==> src/rtl/plc_pkg.sv <==
// ----------------------------------------------------------------------------
// plc_pkg - shared types and constants for polyline length and integrals
// Point word layout, result field widths and the back end sequencer states.
// ----------------------------------------------------------------------------
`timescale 1ns / 1ps
`default_nettype none

package plc_pkg;

  localparam int FIELD_W     = 32;
  localparam int IN_TDATA_W  = 7 * FIELD_W;
  localparam int SEG_W       = 33;
  localparam int LEN_W       = 48;
  localparam int SUM_W       = 64;
  localparam int SLOPE_W     = 48;
  localparam int OUT_FIELD_W = SEG_W + LEN_W + 2 * SUM_W + SLOPE_W;
  localparam int OUT_TDATA_W = ((OUT_FIELD_W + 7) / 8) * 8;

  // shared multiplier operand width covers a 33-bit difference and the length
  localparam int MUL_W  = 34;
  localparam int PROD_W = 2 * MUL_W;
  localparam int DOT_W  = PROD_W + 2;
  localparam int NUM_OPS = 6;

  localparam int Q_DEPTH = 2;
  localparam int Q_AW    = 1;

  localparam logic [63:0] SEG_MAX64   = 64'h0000_0001_FFFF_FFFF;
  localparam logic [63:0] SLOPE_POS64 = 64'h0000_7FFF_FFFF_FFFF;
  localparam logic [63:0] SLOPE_NEG64 = 64'h0000_8000_0000_0000;

  typedef struct packed {
    logic                          first;
    logic [2:0][FIELD_W-1:0]       pos;
    logic [FIELD_W-1:0]            sample;
    logic [2:0][FIELD_W-1:0]       vec;
  } item_t;

  typedef enum logic [2:0] {
    ST_IDLE,
    ST_MUL,
    ST_ACC,
    ST_SQRT,
    ST_SMUL,
    ST_DIV,
    ST_DONE
  } back_state_t;

  function automatic logic [SUM_W-1:0] sat_add64(input logic [SUM_W-1:0] a,
                                                  input logic [SUM_W-1:0] b);
    logic [SUM_W:0] s;
    s = {a[SUM_W-1], a} + {b[SUM_W-1], b};
    if (s[SUM_W] != s[SUM_W-1]) begin
      return s[SUM_W] ? {1'b1, {(SUM_W-1){1'b0}}} : {1'b0, {(SUM_W-1){1'b1}}};
    end
    return s[SUM_W-1:0];
  endfunction

endpackage

`default_nettype wire

==> src/rtl/plc_queue.sv <==
// ----------------------------------------------------------------------------
// plc_queue - point queue
// Short FIFO between the input side and the arithmetic sequencer.
// ----------------------------------------------------------------------------
`timescale 1ns / 1ps
`default_nettype none

module plc_queue (
  input  wire logic           clk,
  input  wire logic           rst_n,
  input  wire logic           push,
  input  plc_pkg::item_t      push_item,
  output logic                full,
  input  wire logic           pop,
  output logic                head_valid,
  output plc_pkg::item_t      head_item
);
  import plc_pkg::*;

  item_t            slot_r [Q_DEPTH];
  logic [Q_AW-1:0]  wr_r, wr_nxt, rd_r, rd_nxt;
  logic [Q_AW:0]    cnt_r, cnt_nxt;

  assign full       = (cnt_r == (Q_AW+1)'(Q_DEPTH));
  assign head_valid = (cnt_r != '0);
  assign head_item  = slot_r[rd_r];

  always_comb begin
    wr_nxt  = push ? wr_r + 1'b1 : wr_r;
    rd_nxt  = pop  ? rd_r + 1'b1 : rd_r;
    cnt_nxt = cnt_r + (Q_AW+1)'(push) - (Q_AW+1)'(pop);
  end

  always_ff @(posedge clk) begin
    if (push) begin
      slot_r[wr_r] <= push_item;
    end
  end

  always_ff @(posedge clk) begin
    if (!rst_n) begin
      wr_r  <= '0;
      rd_r  <= '0;
      cnt_r <= '0;
    end else begin
      wr_r  <= wr_nxt;
      rd_r  <= rd_nxt;
      cnt_r <= cnt_nxt;
    end
  end

endmodule

`default_nettype wire

==> config.mk <==
export PLATFORM = sky130hd
export DESIGN_NAME = plc_queue
export DESIGN_NICKNAME = d
export VERILOG_FILES = /design/src/rtl/plc_pkg.sv /design/src/rtl/plc_queue.sv
export SDC_FILE = /design/constraint.sdc
export NUM_CORES = 1
export LEC_CHECK = 0
export BUFFER_PORTS_ARGS = -buffer_cell sky130_fd_sc_hd__buf_2
export CORE_UTILIZATION = 50
export DETAILED_ROUTE_END_ITERATION = 16
export PLACE_DENSITY_LB_ADDON = 0.3
export SETUP_SLACK_MARGIN = 0.02
export SLEW_MARGIN = 10
export SYNTH_ARGS = -nofsm -noshare
export SYNTH_HDL_FRONTEND = slang
export SYNTH_SLANG_ARGS = --single-unit
export TNS_END_PERCENT = 30
==> constraint.sdc <==
create_clock -name clk -period 16.9 [get_ports clk]
set_input_delay 2.535 -clock clk [delete_from_list [all_inputs] [get_ports clk]]
set_output_delay 2.535 -clock clk [all_outputs]
set_load 0.03 [all_outputs]
==> Word level (Yosys, flattened, before mapping) <==
Memories as Yosys holds them, arrays and structs flattened. A register that Yosys moved wholly into a read port is not among the register bits.
Index checks and enable logic that the tools add are counted.
W data, S select, Z words.
{ "totals": {"wordCells": 14, "inputBits": 229, "memories": 1, "ff_bits": 4, "ram_bits": 450, "output_inout_bits": 227} }
{ "mem_list": {"columns": ["name", "words", "width", "rd", "rd_ports_with_merged_regs", "write_ports", "line_no", "source"], "rows": [
  ["slot_r", 2, 225, 1, 1, 1, "plc_queue.sv:20", "item_t slot_r [Q_DEPTH];"]
]} }
{ "classes": {"n_eq_ne": 1, "add_sub_neg": 4, "n_reduce_logical": 1, "mux": 4} }
{ "ops": {"columns": ["cell", "count"], "rows": [
  ["$mux W1", 4],
  ["$add A1 B1 Y1 const B", 2],
  ["$add A2 B1 Y2", 1],
  ["$eq A2 B2 Y1 const B", 1],
  ["$reduce_bool A2 Y1", 1],
  ["$sub A2 B1 Y2", 1]
]} }

==> Logic depth before layout (Yosys ltp) <==
{ "depth": {"depth_word": 3, "ltp_mapped": 6, "mapped_depth_nobuf": 6} }

==> Least setup slack after synthesis <==
OpenSTA, ideal clock, no wires.
{ "synth_timing": {"kind": "in2reg", "startpoint": "in push", "endpoint": "reg wr_r", "t_required_ns": 16.796, "t_arrival_ns": 13.023, "slack_ns": 3.773, "path_buffers": 0, "setup_time_ns": 0.104, "cell_stages": 2, "cell_sequence": "nor2b_1 -> o21a_1"} }
{ "synth_lines": {"columns": ["element", "line_no", "source"], "rows": [
  ["from (decl)", "plc_queue.sv:11", "input wire logic push,"],
  ["to (signal assigned)", "plc_queue.sv:46", "wr_r <= wr_nxt;"],
  ["to (decl)", "plc_queue.sv:21", "logic [Q_AW-1:0] wr_r, wr_nxt, rd_r, rd_nxt;"]
]} }

==> results <==
- Of all nets on the critical path, the largest fanout is 72.
- The clock reaches the later pin of the worst-skew pair after 0.54 ns.
- Buffers inserted during clock tree synthesis total 46.
- The proportion of power drawn by the clock network is 0.365.
- The run finished with clean final reports.
- The final-report setup violation count is 0.
- After detailed routing, the total wire length is 34180 um.
- The net switching fraction of the power is 0.2374.
- Averaged over all synthesized cells, the footprint is 23.68 um^2.
- For this design the ratio of total power to cell area is ~130 mW/mm^2.
- The standard-cell row count is 67.
- The largest net degree at the start of global routing is 76.
- The number of unique standard cell types used by synthesis is 14.
- The floorplan step defined a die boundary enclosing 0.03489 mm^2.
- The clock period minus final worst setup slack is 6.392 ns.
- Adding up every negative setup slack in the final design gives 0 ns.
- The vertical die dimension is 186.8 um.
- At the end of the flow the core is filled with cells to 0.6335.
- Of the post-synthesis cell area, the dominant cell type holds 0.7914.
- The final weighted congestion in routability-driven placement is 0.8217.
- The internal power is 2.028 mW.
- Of the total power, combinational logic draws 0.135.
- The routing layer with the top usage in global route is met2.
- The mean routed wirelength per cell is ~20 um.
- The number of nets at the end of the flow is 1440.
- The length in cells of the worst reg-to-reg path is 3.
- Pin placement for this block handled 456 I/O pins.
- The count of placed standard cells including taps is 1609.
- The number of gates resized after CTS was 0.
- The number of pins with negative max-slew slack in the final report was 0.
- STA classifies the critical path startpoint as a flop.
- The finished layout holds about 1.7k standard cells, fillers aside.
- Max-cap violations in this run came to 0.
- The worst endpoint required time is 14.37 ns.
- The area inside the core boundary is roughly 0.034 mm^2.
- The clock transition at the registers of the reported paths is 0.06 ns.
- The horizontal die dimension is 186.8 um.
- The cell with the biggest individual delay on the critical path is dfxtp_4.
- The number of antenna violations at the first check in global routing came to 8.
- The share of layout cells above drive strength 1 is 0.6082.
- The half-perimeter wire length after detailed placement is 23500 um.
- Setup repair after global routing left no endpoint under its margin.
- The filler cell count is 2423.
- In the global route stage, overall resource usage came out at 0.1905.
- The synthesized design spends more area on one cell type than any other, namely edfxtp_1.
- In this run the number of H-tree levels came out at 2.
- The number of hold-repair buffers added at the cts stage is 0.
- The via count of the first global-routing pass is 8764.
- Counting flops and latches in the post-synthesis netlist gives 455.
- The synthesized netlist occupies a cell area of 0.01708 mm^2.
- The type of element capturing the critical path is an output pin.
- On the worst path, the slowest cell contributes a delay of 0.99 ns.
- After detailed routing, the number of remaining DRC violations is 0.
- The proportion of power drawn by flip-flops and latches is 0.500.
- The longest clock path from root to sink contains 3 buffers.
- Sorting the synthesized cells by area gives the leading types as edfxtp_1 (79%), mux2_4 (13%), mux2_2 (4.9%), buf_6 (1.2%), dfxtp_1 (0.59%).
- The switching power of the nets is 631.6 uW.
- For this configuration, the core starts out at a cell density of 0.5092.
- The length of the first detailed-routing pass in iterations is 4.
- The routed layout has 8419 vias.
- In the finished design, the share of the clock period the worst path needs comes to 0.3782.
- For this run, the number of Yosys warnings is 0.
- The met1 usage in global routing is 0.2090.
- The met3 demand-to-capacity share in global routing is 0.05266.
- Summed over all cells, the static leakage comes to 8.299 nW.
- The worst-case vdd ir drop is 90.94 uV.
- The average vias per placed instance is slightly below 5.
- The number of DRC violations after detailed-routing iteration 0 is 459.
- The post-CTS setup repair buffer count is 0.
- For this run the aggregate overflow at the end of global routing stands at 0.
- The first global-routing pass estimated approximately 50000 um of wire.
- The worst pin sits at a relative slew slack of 0.3092.
- The cell with the most instances on the worst path is buf_4.
- The post-synth net total is 952.
- The slew at the pin closest to its max-slew limit is 1.036 ns.
- The category of the critical setup timing path is reg2out.
- For this run, the top clock speed supported by timing is 156.5 MHz.
- The cell at the root of the clock tree is clkbuf_16.
- The final worst clock skew is 0.01017 ns.
- Walking the worst path, the cells encountered are buf_4, buf_4, mux2_2, buf_2.
- The number of instances on the worst hold path is 2.
- The number of sinks handled by clock tree synthesis is between 400 and 500.
- The share of the yosys chip area belonging to registers is 0.7972.
- The kind of path behind the tightest hold check is reg2reg.
- The final hold violation count is 0.
- TritonCTS built the clock tree.
- The signal arrival time at the worst endpoint is approximately 3.9 ns.
- From synthesis to final layout, the design area changed by 24.42%.
- Buffers placed on the I/O ports in this run total 455.
- The cell count after synthesis came out at 721.
- The count of nets left with antenna violations once routing finished came out at 0.
- The met2 routing resource usage after global routing is 0.3391.
[cells by family (layout without fill, tap and decap cells)]
family / after synthesis / count (layout) / synth area share
fa+ha+maj: 2 / 2 / 0.001465
xor+xnor: 2 / 2 / 0.001832
other cells: 0 / 10 / 0
flops: 455 / 455 / 0.7972
mux: 225 / 225 / 0.1814
buf+inv: 27 / 549 / 0.01436
compound gates: 1 / 1 / 0.0004398
simple gates: 9 / 9 / 0.003297
[layout by cell type, fill, tap and decap left out]
| cell | instances |
|---|---|
| edfxtp_1 | 450 |
| mux2_4 | 150 |
| or2_2 | 1 |
| clkbuf_1 | 13 |
| diode_2 | 10 |
| clkbuf_8 | 2 |
| o21a_1 | 1 |
| buf_2 | 455 |
| clkbuf_16 | 47 |
| dfxtp_4 | 1 |
| buf_4 | 10 |
| clkinv_2 | 6 |
| inv_6 | 2 |
| bufinv_16 | 4 |
| nor2b_1 | 3 |
| and2_4 | 1 |
| nor2b_4 | 1 |
| dfxtp_1 | 4 |
| xor2_1 | 1 |
| ha_1 | 2 |
| clkinv_4 | 1 |
| clkinv_1 | 7 |
| mux2_2 | 75 |
| inv_1 | 2 |
| xnor3_1 | 1 |
| and2_1 | 3 |
[layout make-up]
cell class | instances | area (um^2) | share of cell area
Clock inverter | 20 | 202.7 | 0.009541
Antenna cell | 10 | 25.02 | 0.001178
Clock buffer | 62 | 1252 | 0.05896
Multi-Input combinational cell | 239 | 3227 | 0.1519
Sequential cell | 455 | 13620 | 0.6410
Timing Repair Buffer | 465 | 2352 | 0.1107
Inverter | 2 | 7.507 | 0.0003534
Tap cell | 448 | 560.5 | 0.02639
[power groups by stage]
| stage | Combinational [mW] | Clock (mW) | Sequential (mW) |
|---|---|---|---|
| floorplan | 0.266 | 0 | 1.36 |
| global placement | 0.358 | 0 | 1.35 |
| detailed placement | 0.361 | 0 | 1.35 |
| CTS | 0.363 | 0.995 | 1.33 |
| global route | 0.377 | 1.04 | 1.33 |
| finish | 0.359 | 0.972 | 1.33 |
[critical path: cells and delay by family, from the launching register on]
kind	cells	cell delay (ns)
buffers and inverters	3	1.84
flip-flops	1	0.99
multiplexers	1	0.41
[sequential cells by signal, indices dropped and copies added, names as in the netlist, named ones only]
register / count
rd_r: 1
wr_r: 1
slot_r: 450
cnt_r: 2
[through the flow]
stage / power (mW) / worst slack [ns] / cell area [um^2] / hold slack [ns]
final: 2.660 / 10.51 / 21240 / 0.5807
after global routing: 2.746 / 10.30 / 21240 / 0.5826
after CTS: 2.688 / 10.44 / 21220 / 0.5823
after detailed placement: 1.715 / 11.03 / 19760 / 0.5732
after global placement: 1.708 / 11.04 / 19760 / 0.5551
after floorplan: 1.623 / 3.773 / 17080 / 0.5546
[final timing paths]
path / to / from / slack (ns)
worst max-delay path: head_item[11] / flop / 10.51
worst min-delay path: flop / rd_r / 0.58
worst max register to register: slot_r[1][140] / wr_r / 14.05
worst min register to register: flop / rd_r / 0.58
[cells in the mapped netlist]
cell and count:
buf_6 18, inv_1 2, xnor3_1 1, or2_2 1, dfxtp_1 5, mux2_2 75
o21a_1 1, ha_1 2, mux2_4 150, and2_1 4, edfxtp_1 450, xor2_1 1
buf_2 7, nor2b_1 4
[routing by layer]
layer / routed length (um) / part of all wire
met5: 0 / 0
met4: 1261 / 0.037
met3: 2406 / 0.070
met2: 18240 / 0.53
met1: 12270 / 0.36
(Power assumes the default switching activity.)
